**src/rtl/rtyc_pkg.sv**
```systemverilog
package rtyc_pkg;

  localparam int BLOCK_SIZE = 8;
  localparam int MAX_WIDTH  = 4096;
  localparam int MAX_HEIGHT = 4096;
  localparam int SIZE_W     = 13;
  localparam int CNT_W      = 14;
  localparam int PROD_W     = 26;
  localparam int SUM_W      = 27;
  localparam int PIX_W      = 16;
  localparam int IDX_W      = 12;
  localparam int CFG_IDX_W  = 2;
  localparam int QDEPTH     = 4;
  localparam int QAW        = $clog2(QDEPTH);

  localparam logic [CFG_IDX_W-1:0] REG_IMAGE_WIDTH  = 2'd0;
  localparam logic [CFG_IDX_W-1:0] REG_IMAGE_HEIGHT = 2'd1;

  localparam logic [SIZE_W-1:0] SIZE_RESET = 13'd8;

  localparam logic signed [17:0] KY_R  = 18'sd19595;
  localparam logic signed [17:0] KY_G  = 18'sd38470;
  localparam logic signed [17:0] KY_B  = 18'sd7471;
  localparam logic signed [17:0] KCB_R = -18'sd11056;
  localparam logic signed [17:0] KCB_G = -18'sd21712;
  localparam logic signed [17:0] KCB_B = 18'sd32768;
  localparam logic signed [17:0] KCR_R = 18'sd32768;
  localparam logic signed [17:0] KCR_G = -18'sd27440;
  localparam logic signed [17:0] KCR_B = -18'sd5328;

  localparam logic signed [SUM_W-1:0] CHROMA_OFFSET = 27'sd8388608;
  localparam logic signed [SUM_W-1:0] ROUND_HALF    = 27'sd128;

  typedef logic signed [PROD_W-1:0] prod_t;

  typedef struct packed {
    logic [SIZE_W-1:0] row0;
    logic [SIZE_W-1:0] col0;
    logic [CNT_W-1:0]  row_end;
    logic [CNT_W-1:0]  col_end;
    logic              last_row;
    logic              last_col;
  } geom_t;

  typedef struct packed {
    logic [PIX_W-1:0] luma;
    logic [PIX_W-1:0] chroma_blue;
    logic [PIX_W-1:0] chroma_red;
    geom_t            geom;
  } entry_t;

  typedef struct packed {
    logic full;
    logic empty;
  } qstat_t;

  function automatic prod_t mul_coef(logic signed [17:0] k, logic [7:0] x);
    logic signed [26:0] p;
    p = k * $signed({1'b0, x});
    return PROD_W'(p);
  endfunction

  function automatic logic [PIX_W-1:0] round_sum(prod_t a, prod_t b, prod_t c,
                                                 logic signed [SUM_W-1:0] off);
    logic signed [SUM_W-1:0] s;
    s = SUM_W'(a) + SUM_W'(b) + SUM_W'(c) + off + ROUND_HALF;
    return s[PIX_W+7:8];
  endfunction

  function automatic logic [CNT_W-1:0] pad_up(logic [SIZE_W-1:0] n);
    logic [CNT_W-1:0] t;
    t = CNT_W'(n) + CNT_W'(BLOCK_SIZE - 1);
    return t & ~CNT_W'(BLOCK_SIZE - 1);
  endfunction

  function automatic logic [SIZE_W-1:0] clamp_size(logic [SIZE_W-1:0] v, int maxv);
    logic [SIZE_W-1:0] r;
    r = v;
    if (v == '0) begin
      r = SIZE_W'(1);
    end else if (32'(v) > 32'(maxv)) begin
      r = SIZE_W'(maxv);
    end
    return r;
  endfunction

endpackage

```
**src/rtl/rtyc_front.sv**
```systemverilog
module rtyc_front (
  input  logic                               clk,
  input  logic                               rst_n,
  input  logic                               in_valid,
  output logic                               in_ready,
  input  logic [7:0]                         in_red,
  input  logic [7:0]                         in_green,
  input  logic [7:0]                         in_blue,
  input  logic                               cfg_we,
  input  logic [rtyc_pkg::CFG_IDX_W-1:0]     cfg_index,
  input  logic [rtyc_pkg::SIZE_W-1:0]        cfg_wdata,
  output logic                               q_push,
  output rtyc_pkg::entry_t                   q_data,
  input  rtyc_pkg::qstat_t                   q_stat
);

  logic [rtyc_pkg::SIZE_W-1:0] width_r, width_nxt;
  logic [rtyc_pkg::SIZE_W-1:0] height_r, height_nxt;
  logic [rtyc_pkg::SIZE_W-1:0] col_r, col_nxt;
  logic [rtyc_pkg::SIZE_W-1:0] row_r, row_nxt;
  logic                        a_valid_r, a_valid_nxt;
  rtyc_pkg::prod_t             a_prod_r [9];
  rtyc_pkg::geom_t             a_geom_r;
  rtyc_pkg::geom_t             geom;
  logic                        accept;
  logic                        size_write;

  assign in_ready = !a_valid_r || !q_stat.full;
  assign accept   = in_valid && in_ready;
  assign q_push   = a_valid_r && !q_stat.full;
  assign size_write = cfg_we && (cfg_index == rtyc_pkg::REG_IMAGE_WIDTH ||
                                 cfg_index == rtyc_pkg::REG_IMAGE_HEIGHT);

  always_comb begin
    geom.row0     = row_r;
    geom.col0     = col_r;
    geom.last_col = (rtyc_pkg::CNT_W'(col_r) + 14'd1) >= rtyc_pkg::CNT_W'(width_r);
    geom.last_row = (rtyc_pkg::CNT_W'(row_r) + 14'd1) >= rtyc_pkg::CNT_W'(height_r);
    geom.col_end  = geom.last_col ? rtyc_pkg::pad_up(width_r)
                                  : rtyc_pkg::CNT_W'(col_r) + 14'd1;
    geom.row_end  = geom.last_row ? rtyc_pkg::pad_up(height_r)
                                  : rtyc_pkg::CNT_W'(row_r) + 14'd1;
  end

  always_comb begin
    width_nxt   = width_r;
    height_nxt  = height_r;
    col_nxt     = col_r;
    row_nxt     = row_r;
    a_valid_nxt = a_valid_r;
    if (accept) begin
      a_valid_nxt = 1'b1;
    end else if (q_push) begin
      a_valid_nxt = 1'b0;
    end
    if (size_write) begin
      if (cfg_index == rtyc_pkg::REG_IMAGE_WIDTH) begin
        width_nxt = rtyc_pkg::clamp_size(cfg_wdata, rtyc_pkg::MAX_WIDTH);
      end else begin
        height_nxt = rtyc_pkg::clamp_size(cfg_wdata, rtyc_pkg::MAX_HEIGHT);
      end
      col_nxt = '0;
      row_nxt = '0;
    end else if (accept) begin
      if (geom.last_col) begin
        col_nxt = '0;
        row_nxt = geom.last_row ? '0 : row_r + 13'd1;
      end else begin
        col_nxt = col_r + 13'd1;
      end
    end
  end

  always_ff @(posedge clk) begin
    if (!rst_n) begin
      width_r   <= rtyc_pkg::SIZE_RESET;
      height_r  <= rtyc_pkg::SIZE_RESET;
      col_r     <= '0;
      row_r     <= '0;
      a_valid_r <= 1'b0;
    end else begin
      width_r   <= width_nxt;
      height_r  <= height_nxt;
      col_r     <= col_nxt;
      row_r     <= row_nxt;
      a_valid_r <= a_valid_nxt;
    end
  end

  always_ff @(posedge clk) begin
    if (accept) begin
      a_prod_r[0] <= rtyc_pkg::mul_coef(rtyc_pkg::KY_R, in_red);
      a_prod_r[1] <= rtyc_pkg::mul_coef(rtyc_pkg::KY_G, in_green);
      a_prod_r[2] <= rtyc_pkg::mul_coef(rtyc_pkg::KY_B, in_blue);
      a_prod_r[3] <= rtyc_pkg::mul_coef(rtyc_pkg::KCB_R, in_red);
      a_prod_r[4] <= rtyc_pkg::mul_coef(rtyc_pkg::KCB_G, in_green);
      a_prod_r[5] <= rtyc_pkg::mul_coef(rtyc_pkg::KCB_B, in_blue);
      a_prod_r[6] <= rtyc_pkg::mul_coef(rtyc_pkg::KCR_R, in_red);
      a_prod_r[7] <= rtyc_pkg::mul_coef(rtyc_pkg::KCR_G, in_green);
      a_prod_r[8] <= rtyc_pkg::mul_coef(rtyc_pkg::KCR_B, in_blue);
      a_geom_r    <= geom;
    end
  end

  always_comb begin
    q_data.luma        = rtyc_pkg::round_sum(a_prod_r[0], a_prod_r[1], a_prod_r[2], '0);
    q_data.chroma_blue = rtyc_pkg::round_sum(a_prod_r[3], a_prod_r[4], a_prod_r[5],
                                             rtyc_pkg::CHROMA_OFFSET);
    q_data.chroma_red  = rtyc_pkg::round_sum(a_prod_r[6], a_prod_r[7], a_prod_r[8],
                                             rtyc_pkg::CHROMA_OFFSET);
    q_data.geom        = a_geom_r;
  end

endmodule

```
**src/rtl/rtyc_fifo.sv**
```systemverilog
module rtyc_fifo (
  input  logic             clk,
  input  logic             rst_n,
  input  logic             push,
  input  rtyc_pkg::entry_t wr_data,
  input  logic             pop,
  output rtyc_pkg::entry_t rd_data,
  output rtyc_pkg::qstat_t stat
);

  rtyc_pkg::entry_t             mem_r [rtyc_pkg::QDEPTH];
  logic [rtyc_pkg::QAW-1:0]     wr_ptr_r, wr_ptr_nxt;
  logic [rtyc_pkg::QAW-1:0]     rd_ptr_r, rd_ptr_nxt;
  logic [rtyc_pkg::QAW:0]       count_r, count_nxt;

  assign stat.full  = count_r == (rtyc_pkg::QAW+1)'(rtyc_pkg::QDEPTH);
  assign stat.empty = count_r == '0;
  assign rd_data    = mem_r[rd_ptr_r];

  always_comb begin
    wr_ptr_nxt = push ? wr_ptr_r + 1'b1 : wr_ptr_r;
    rd_ptr_nxt = pop ? rd_ptr_r + 1'b1 : rd_ptr_r;
    count_nxt  = count_r;
    if (push && !pop) begin
      count_nxt = count_r + 1'b1;
    end else if (pop && !push) begin
      count_nxt = count_r - 1'b1;
    end
  end

  always_ff @(posedge clk) begin
    if (!rst_n) begin
      wr_ptr_r <= '0;
      rd_ptr_r <= '0;
      count_r  <= '0;
    end else begin
      wr_ptr_r <= wr_ptr_nxt;
      rd_ptr_r <= rd_ptr_nxt;
      count_r  <= count_nxt;
    end
  end

  always_ff @(posedge clk) begin
    if (push) begin
      mem_r[wr_ptr_r] <= wr_data;
    end
  end

endmodule

```
**src/rtl/rtyc_back.sv**
```systemverilog
module rtyc_back (
  input  logic                          clk,
  input  logic                          rst_n,
  input  rtyc_pkg::entry_t              q_head,
  input  rtyc_pkg::qstat_t              q_stat,
  output logic                          q_pop,
  output logic                          out_valid,
  input  logic                          out_ready,
  output logic [rtyc_pkg::PIX_W-1:0]    out_luma,
  output logic [rtyc_pkg::PIX_W-1:0]    out_chroma_blue,
  output logic [rtyc_pkg::PIX_W-1:0]    out_chroma_red,
  output logic [rtyc_pkg::IDX_W-1:0]    out_row,
  output logic [rtyc_pkg::IDX_W-1:0]    out_col,
  output logic                          out_last_of_pixel,
  output logic                          out_image_done
);

  logic                        out_valid_r, out_valid_nxt;
  rtyc_pkg::entry_t            cur_r;
  logic [rtyc_pkg::CNT_W-1:0]  rr_r, rr_nxt;
  logic [rtyc_pkg::CNT_W-1:0]  cc_r, cc_nxt;
  logic                        row_wrap;
  logic                        final_res;
  logic                        load;
  logic                        step;

  assign row_wrap  = (cc_r + 14'd1) == cur_r.geom.col_end;
  assign final_res = row_wrap && ((rr_r + 14'd1) == cur_r.geom.row_end);
  assign load      = !q_stat.empty && (!out_valid_r || (out_ready && final_res));
  assign step      = out_valid_r && out_ready;
  assign q_pop     = load;

  always_comb begin
    out_valid_nxt = out_valid_r;
    rr_nxt        = rr_r;
    cc_nxt        = cc_r;
    if (load) begin
      out_valid_nxt = 1'b1;
      rr_nxt        = rtyc_pkg::CNT_W'(q_head.geom.row0);
      cc_nxt        = rtyc_pkg::CNT_W'(q_head.geom.col0);
    end else if (step && final_res) begin
      out_valid_nxt = 1'b0;
    end else if (step) begin
      if (row_wrap) begin
        cc_nxt = rtyc_pkg::CNT_W'(cur_r.geom.col0);
        rr_nxt = rr_r + 14'd1;
      end else begin
        cc_nxt = cc_r + 14'd1;
      end
    end
  end

  always_ff @(posedge clk) begin
    if (!rst_n) begin
      out_valid_r <= 1'b0;
    end else begin
      out_valid_r <= out_valid_nxt;
    end
  end

  always_ff @(posedge clk) begin
    rr_r <= rr_nxt;
    cc_r <= cc_nxt;
    if (load) begin
      cur_r <= q_head;
    end
  end

  assign out_valid         = out_valid_r;
  assign out_luma          = cur_r.luma;
  assign out_chroma_blue   = cur_r.chroma_blue;
  assign out_chroma_red    = cur_r.chroma_red;
  assign out_row           = rr_r[rtyc_pkg::IDX_W-1:0];
  assign out_col           = cc_r[rtyc_pkg::IDX_W-1:0];
  assign out_last_of_pixel = final_res;
  assign out_image_done    = final_res && cur_r.geom.last_row && cur_r.geom.last_col;

endmodule

```
**src/rtl/rgb_to_ycbcr_edge_pad_core.sv**
```systemverilog
// A pixel's products are registered, written into the queue, then loaded into the
// output stage. Throughput: one result per cycle while out_ready is high; a pixel
// causes 1 to 64 results, set by the output stage stepping row and column.
// A 4-entry queue between the converter and the output stage absorbs padding bursts.
// Reset (synchronous, rst_n low): size 8 x 8, input position counters zero, queue empty.
module rgb_to_ycbcr_edge_pad_core (
  input  logic                           clk,
  input  logic                           rst_n,
  input  logic                           in_valid,
  output logic                           in_ready,
  input  logic [7:0]                     in_red,
  input  logic [7:0]                     in_green,
  input  logic [7:0]                     in_blue,
  output logic                           out_valid,
  input  logic                           out_ready,
  output logic [rtyc_pkg::PIX_W-1:0]     out_luma,
  output logic [rtyc_pkg::PIX_W-1:0]     out_chroma_blue,
  output logic [rtyc_pkg::PIX_W-1:0]     out_chroma_red,
  output logic [rtyc_pkg::IDX_W-1:0]     out_row,
  output logic [rtyc_pkg::IDX_W-1:0]     out_col,
  output logic                           out_last_of_pixel,
  output logic                           out_image_done,
  input  logic                           cfg_we,
  input  logic [rtyc_pkg::CFG_IDX_W-1:0] cfg_index,
  input  logic [rtyc_pkg::SIZE_W-1:0]    cfg_wdata
);

  logic             q_push;
  logic             q_pop;
  rtyc_pkg::entry_t q_wr;
  rtyc_pkg::entry_t q_head;
  rtyc_pkg::qstat_t q_stat;

  rtyc_front u_front (
    .clk       (clk),
    .rst_n     (rst_n),
    .in_valid  (in_valid),
    .in_ready  (in_ready),
    .in_red    (in_red),
    .in_green  (in_green),
    .in_blue   (in_blue),
    .cfg_we    (cfg_we),
    .cfg_index (cfg_index),
    .cfg_wdata (cfg_wdata),
    .q_push    (q_push),
    .q_data    (q_wr),
    .q_stat    (q_stat)
  );

  rtyc_fifo u_fifo (
    .clk     (clk),
    .rst_n   (rst_n),
    .push    (q_push),
    .wr_data (q_wr),
    .pop     (q_pop),
    .rd_data (q_head),
    .stat    (q_stat)
  );

  rtyc_back u_back (
    .clk               (clk),
    .rst_n             (rst_n),
    .q_head            (q_head),
    .q_stat            (q_stat),
    .q_pop             (q_pop),
    .out_valid         (out_valid),
    .out_ready         (out_ready),
    .out_luma          (out_luma),
    .out_chroma_blue   (out_chroma_blue),
    .out_chroma_red    (out_chroma_red),
    .out_row           (out_row),
    .out_col           (out_col),
    .out_last_of_pixel (out_last_of_pixel),
    .out_image_done    (out_image_done)
  );

endmodule
```
**config.mk**
```make
export PLATFORM = sky130hd
export DESIGN_NAME = rgb_to_ycbcr_edge_pad_core
export DESIGN_NICKNAME = d
export VERILOG_FILES = /design/src/rtl/rtyc_pkg.sv /design/src/rtl/rtyc_front.sv /design/src/rtl/rtyc_fifo.sv /design/src/rtl/rtyc_back.sv /design/src/rtl/rgb_to_ycbcr_edge_pad_core.sv
export SDC_FILE = /design/constraint.sdc
export NUM_CORES = 2
export LEC_CHECK = 0
export BUFFER_PORTS_ARGS = -buffer_cell sky130_fd_sc_hd__clkbuf_2
export CAP_MARGIN = 20
export CORE_UTILIZATION = 30
export CTS_BUF_LIST = sky130_fd_sc_hd__clkbuf_8
export CTS_CLUSTER_SIZE = 10
export DETAILED_ROUTE_END_ITERATION = 8
export PLACE_DENSITY = 0.51
export RECOVER_POWER = 50
export SKIP_LAST_GASP = 1
export SLEW_MARGIN = 20
export SYNTH_ARGS = -nofsm -noshare
export SYNTH_HDL_FRONTEND = slang
export SYNTH_SLANG_ARGS = --single-unit
```
**constraint.sdc**
```tcl
create_clock -name clk -period 9.6 [get_ports clk]
set_clock_uncertainty 0.15 [all_clocks]
set_input_delay 0.96 -clock clk [delete_from_list [all_inputs] [get_ports clk]]
set_output_delay 0.96 -clock clk [all_outputs]
set_load 0.02 [all_outputs]
```
# == Yosys cells after proc, flatten, opt, wreduce, memory -nomap -nowiden ==
# Memories as Yosys holds them, arrays and structs flattened. A register that Yosys moved wholly into a read port is not among the register bits.
# Index checks and enable logic that the tools add are counted.
# op_classes
add_sub_neg,23
mul,7
div,0
magnitude_cmp,3
eq_ne,5
shift,0
mux,26
bitwise_logic,3
reduce_logical,37
# op_table
operator,n
24-bit adder,6
13-bit two-way mux,11
"24-bit by 9-bit adder with 24-bit output, second input constant",3
"24-bit adder, second input constant",2
"15-bit by 8-bit multiplier with 23-bit output, first input constant",2
"12-bit by 9-bit multiplier with 21-bit output, first input constant",2
14-bit two-way mux,3
"13-bit by 1-bit adder with 14-bit output, second input constant",2
"13-bit by 3-bit adder with 14-bit output, second input constant",2
"14-bit by 1-bit adder with 14-bit output, second input constant",2
14-bit == test,2
14-bit by 13-bit >= comparator with 1-bit output,2
"13-bit by 1-bit adder with 13-bit output, second input constant",2
"13-bit by 8-bit multiplier with 21-bit output, first input constant",1
"11-bit by 9-bit multiplier with 20-bit output, first input constant",1
"10-bit by 9-bit multiplier with 19-bit output, first input constant",1
"13-bit > comparator, second input constant",1
13-bit zero test,1
1-bit logical AND,12
2-bit AND reduction,5
2-bit nonzero test,5
1-bit two-way mux,8
1-bit zero test,6
3-bit two-way mux,2
13 further kinds,20
# word_totals
reg_bits,236
latchBits,0
mem_bits_rw,650
romBits,0
in_bits,44
out_inout_bits,76
elab_cells,135
mem_count,2
# memory_table
name,depth,word_bits,read_ports,rd_clocked_by_memory_dff,wr,line_no,text
u_fifo.mem_r,4,104,1,1,1,rtyc_fifo.sv:11,rtyc_pkg::entry_t mem_r [rtyc_pkg::QDEPTH];
u_front.a_prod_r,9,26,9,0,9,rtyc_front.sv:22,rtyc_pkg::prod_t a_prod_r [9];

# == Logic depth before layout (Yosys ltp) ==
# logic_depth
depth_word,9
mapped_depth,20
ltp_nobuf,20

# == Modules after synthesis ==
# A second synthesis with hierarchy kept.
# unflattened
cells_unflattened,3543
hier_area_um2,47375.4
# by_module_without_submodules
module,n_inst,cells_each,area_per_inst_um2,seq_area_each_um2
rtyc_front,1,2506,25768.5,7307.0
rtyc_fifo,1,587,15469.8,12672.2
rtyc_back,1,450,6137.1,3573.4

# == Least setup slack after synthesis ==
# No wires, ideal clock.
# synth_path
path_kind,input -> register
start,in in_valid
end,reg u_front.col_r[6] (netlist name)
setup_ns,0.109
arrival_time_ns,7.551
t_required_ns,9.341
path_slack_ns,1.789
stages,5
n_path_buf,1
cell_sequence,nand2_1 inv_1 clkbuf_1 nand2_1 o22ai_1
# synth_via
elab_chain_cells,1
# synth_lines
element,line_no,text
start: declaration,rgb_to_ycbcr_edge_pad_core.sv:9,"input logic in_valid,"
1-bit logical AND,rtyc_front.sv:29,assign accept = in_valid && in_ready;
end signal: assignment,rtyc_front.sv:84,col_r <= col_nxt;
end: declaration,rtyc_front.sv:19,"logic [rtyc_pkg::SIZE_W-1:0] col_r, col_nxt;"
# Every way passes these cells.
# A chain may end at the register's enable or synchronous reset.

# == Final worst setup path ==
# layout_path
start,reg u_fifo.count_r[0] (netlist name)
end,"mem u_fifo.mem_r[2][64] (netlist name), enable pin"
# layout_via
elab_chain_cells,5
# layout_lines
element,line_no,text
start: declaration,rtyc_fifo.sv:14,"logic [rtyc_pkg::QAW:0] count_r, count_nxt;"
start signal: assignment,rtyc_fifo.sv:39,count_r <= count_nxt;
3-bit == test,rtyc_fifo.sv:16,assign stat.full = count_r == (rtyc_pkg::QAW+1)'(rtyc_pkg::QDEPTH);
1-bit zero test,rtyc_front.sv:30,assign q_push = a_valid_r && !q_stat.full;
1-bit logical AND,rtyc_front.sv:30,
via q_push,rgb_to_ycbcr_edge_pad_core.sv:28,logic q_push;
1-bit two-way mux,rtyc_fifo.sv:44,if (push) begin
1-bit two-way mux (implied by the code),rtyc_fifo.sv:45,mem_r[wr_ptr_r] <= wr_data;
end: declaration,rtyc_fifo.sv:11,
# The timed path passes the listed nets, and every way through them passes these cells.

==> impl_results.md <==
* Cell Area, Placed at 49,800 sq um
* Post-CTS Setup Bufs at 0
* Sink Count at 806
* Sequential share of the synthesized area at 49.9%
* Residual DRC count at 0
* CP top delay family: simple AND/OR/NAND/NOR gates
* Max_cap viols at 6
* CTS tree: built
* TNS Setup at 0 ps
* Fraction of layout cells with a size suffix above 1 at 10.2%
* Most frequent cells in the layout: 741 x edfxtp_1, 525 x inv_1, 467 x ha_1
* Gr usage total at 13.9%
* Gpl congestion at 0.868
* Per-cell routed wire length at ~19 um
* Post-CTS Hold Buffers at 0
* Net Count, Synth at around 4,300
* First-pass GRT wire length at about 170,000 um
* Commonest non-fill, non-tap cell in the layout: edfxtp_1
* IO Pins at 120
* Maximum VDD drop at 0.241 mV
* Reg power frac at a little over a third
* Startpoint Class: flip-flop
* Tightest Pin Transition at around 4700 ps
* Worst Path Max Fanout at 54
* Clk root buf: clkbuf_8
* Fin util at 33.7%
* Leakage at 20.7 nW
* Final slew viol count at 335
* Mapped Avg Cell Area at 13.3 sq um
* Area growth syn-to-layout at 11.3%
* Final period util at about two thirds
* Largest stage delay, worst path at 3470 ps
* Failing checks: max-capacitance violations, max-slew violations
* Post-CTS resize count at 0
* Comb power frac at 46.1%
* Worst slew margin at -213%
* P_sw at 0.00703 W
* Post-synth top area share at 47.1%
* Initial antenna violation count at 15
* Slowest CP cell: and2_0
* Num CTS Buffers at 144
* Clk slew on worst S/H paths at 60 ps
* Arrival time worst endpoint at 6860 ps
* DR vias at 26,838
* Die height at 399 um
* Vias/cell at between 4 and 5
* Largest net degree at the start of global routing at 140
* Post-DP HPWL at 78,300 um
* GRT overflow at 0
* Die area at 159,000 sq um
* Drt first pass iters at 5
* Vias in the first global route at around 28,000
* Hold crit path type: input pin to flip-flop
* Netlist cell types at 88
* Post-Syn Instances at 3,554
* # fillers at 15,546
* PortBufs at 119
* RSZ-0062 raised after global routing: false
* Total routed wirelength at between 100,000 and 150,000 um
* Cells after DPL at 5,614
* Setup Crit Path Kind: flip-flop to flip-flop
* Later-pin clock latency in the skew report at 850 ps
* Cell Rows at 145
* Tmin final at 6580 ps
* Worst hold slack at about 200 ps
* Final hold vios at 0
* H-tree levels at 4
* Fmax at around 150 MHz
* Leading area contributor after synthesis: edfxtp_1
* Nets@finish at 4,433
* Clk pwr share at 18.2%
* CORE AREA at 156,000 sq um
* Clock Tree Buf Depth at 3
* Final Non-Filler Cells at just under 6,000
* DR iter-0 viols at 1,535
* Status: finished with violations
* P per Cell Area at 344 nW/um^2
* Top_reg_cell synth: edfxtp_1
* Asr flop ratio synth at 0%
* Switching share of total power at 38.9%
* Design area at 52,600 sq um
* Nature of the critical path endpoint: flip-flop
* Cell Int Power at 0.0111 W
* Starting Density at 30.2%
* Worst EP required at 9880 ps
* Mapped Area at between 40,000 and 50,000 sq um
* Final setup violation count at 0
* Synth top area cells: edfxtp_1 47%, ha_1 12%, fa_1 9.3%, mux4_2 5.0%, inv_1 3.8%
* Bufs and invs on worst path at 1
* Ys Warns at 0
* Chip Width at ~400 um
* EDFF count, synth at ~740
* Crit path cell chain: nor2_1 -> a21boi_0 -> and2_0 -> buf_4
* Yosys reg bits at 806
* DRT antenna net count at 0
## power groups by stage
stage / clock [W] / combinational [W] / sequential [W]
2_1_floorplan: 0 / 0.00648 / 0.00625
3_3_place_gp: 0 / 0.00849 / 0.00652
3_5_place_dp: 0 / 0.00859 / 0.00653
4_1_cts: 0.00343 / 0.00865 / 0.00647
5_1_grt: 0.00357 / 0.00946 / 0.00655
6_report: 0.00329 / 0.00834 / 0.00645
## worst paths after layout
kind                      start                  end  slack [ps]  cells past startpoint
max           u_fifo.count_r[0]  u_fifo.mem_r[2][64]        3020                      4
min                    in_valid    u_front.a_valid_r         200                      3
max reg2reg   u_fifo.count_r[0]  u_fifo.mem_r[2][64]        3020                      4
min reg2reg  u_front.width_r[8]   u_front.width_r[8]         320                      2
## flip-flops by register name, summed over array words and instances (netlist names), named ones only
signal / count
u_front.row_r: 13
u_back.out_chroma_red: 16
u_front.q_data: 56
u_back.out_chroma_blue: 16
u_front.height_r: 13
u_back.cc_r: 14
u_back.out_valid: 1
u_front.width_r: 13
u_fifo.mem_r: 416
u_back.cur_r: 43
u_front.a_valid_r: 1
u_front.col_r: 13
u_fifo.count_r: 3
u_fifo.rd_ptr_r: 2
u_back.out_luma: 16
u_front.a_prod_r: 152
u_fifo.wr_ptr_r: 2
u_back.rr_r: 14
## per-layer routing
layer	global-route usage, %	wire length, um	vias to the layer above
met3	2.73	4780	161
li1	-	-	12956
met1	18.3	50200	13265
met2	22.9	51500	440
met5	0	103	-
met4	4.32	2480	16
## kinds of logic after synthesis
logic type                 share of synthesized area, %
AOI/OAI and AO/OA                                  5.83
xor gates and xnor gates                           4.73
adders and majority gates                          21.7
buffers and inverters                              5.53
DFF                                                49.9
muxes                                              5.34
and+or+nand+nor                                    7.03
## worst min-delay path: cells and delay by family
kind                   cells  cell delay (ps)
buffers and inverters      2              130
AOI/OAI and AO/OA          1               70
## cells in the mapped netlist (33+ instances only)
library cell and n:
edfxtp_1 741, nand3_1 73, nor2_1 152, a21oi_1 133, buf_4 73, a21o_1 36
nor2b_1 33, nand2_1 154, mux4_2 104, o21ai_0 94, ha_1 467, clkbuf_1 47
fa_1 220, xnor2_1 168, inv_1 482, xor2_1 64, a21boi_0 40, dfxtp_1 65
nor3_1 62
## layout make-up
class	count	area, sq um	share of cell area, %
Antenna cell	7	17.5	0.0333
Clock buffer	150	2060	3.93
Clock inverter	107	857	1.63
Inverter	484	1820	3.46
Multi-Input combinational cell	2132	21100	40.1
Sequential cell	806	23600	44.8
Tap cell	2058	2570	4.90
Timing Repair Buffer	134	616	1.17
## metrics by stage
| stage | total power, W | setup WS [ps] |
|---|---|---|
| 6_report | 0.0181 | 3020 |
| 5_1_grt | 0.0196 | 2410 |
| 4_1_cts | 0.0186 | 3990 |
| 3_5_place_dp | 0.0151 | 3540 |
| 3_3_place_gp | 0.0150 | 3520 |
| 2_1_floorplan | 0.0127 | 1790 |
Note: power is estimated with default switching activity, not from simulation.
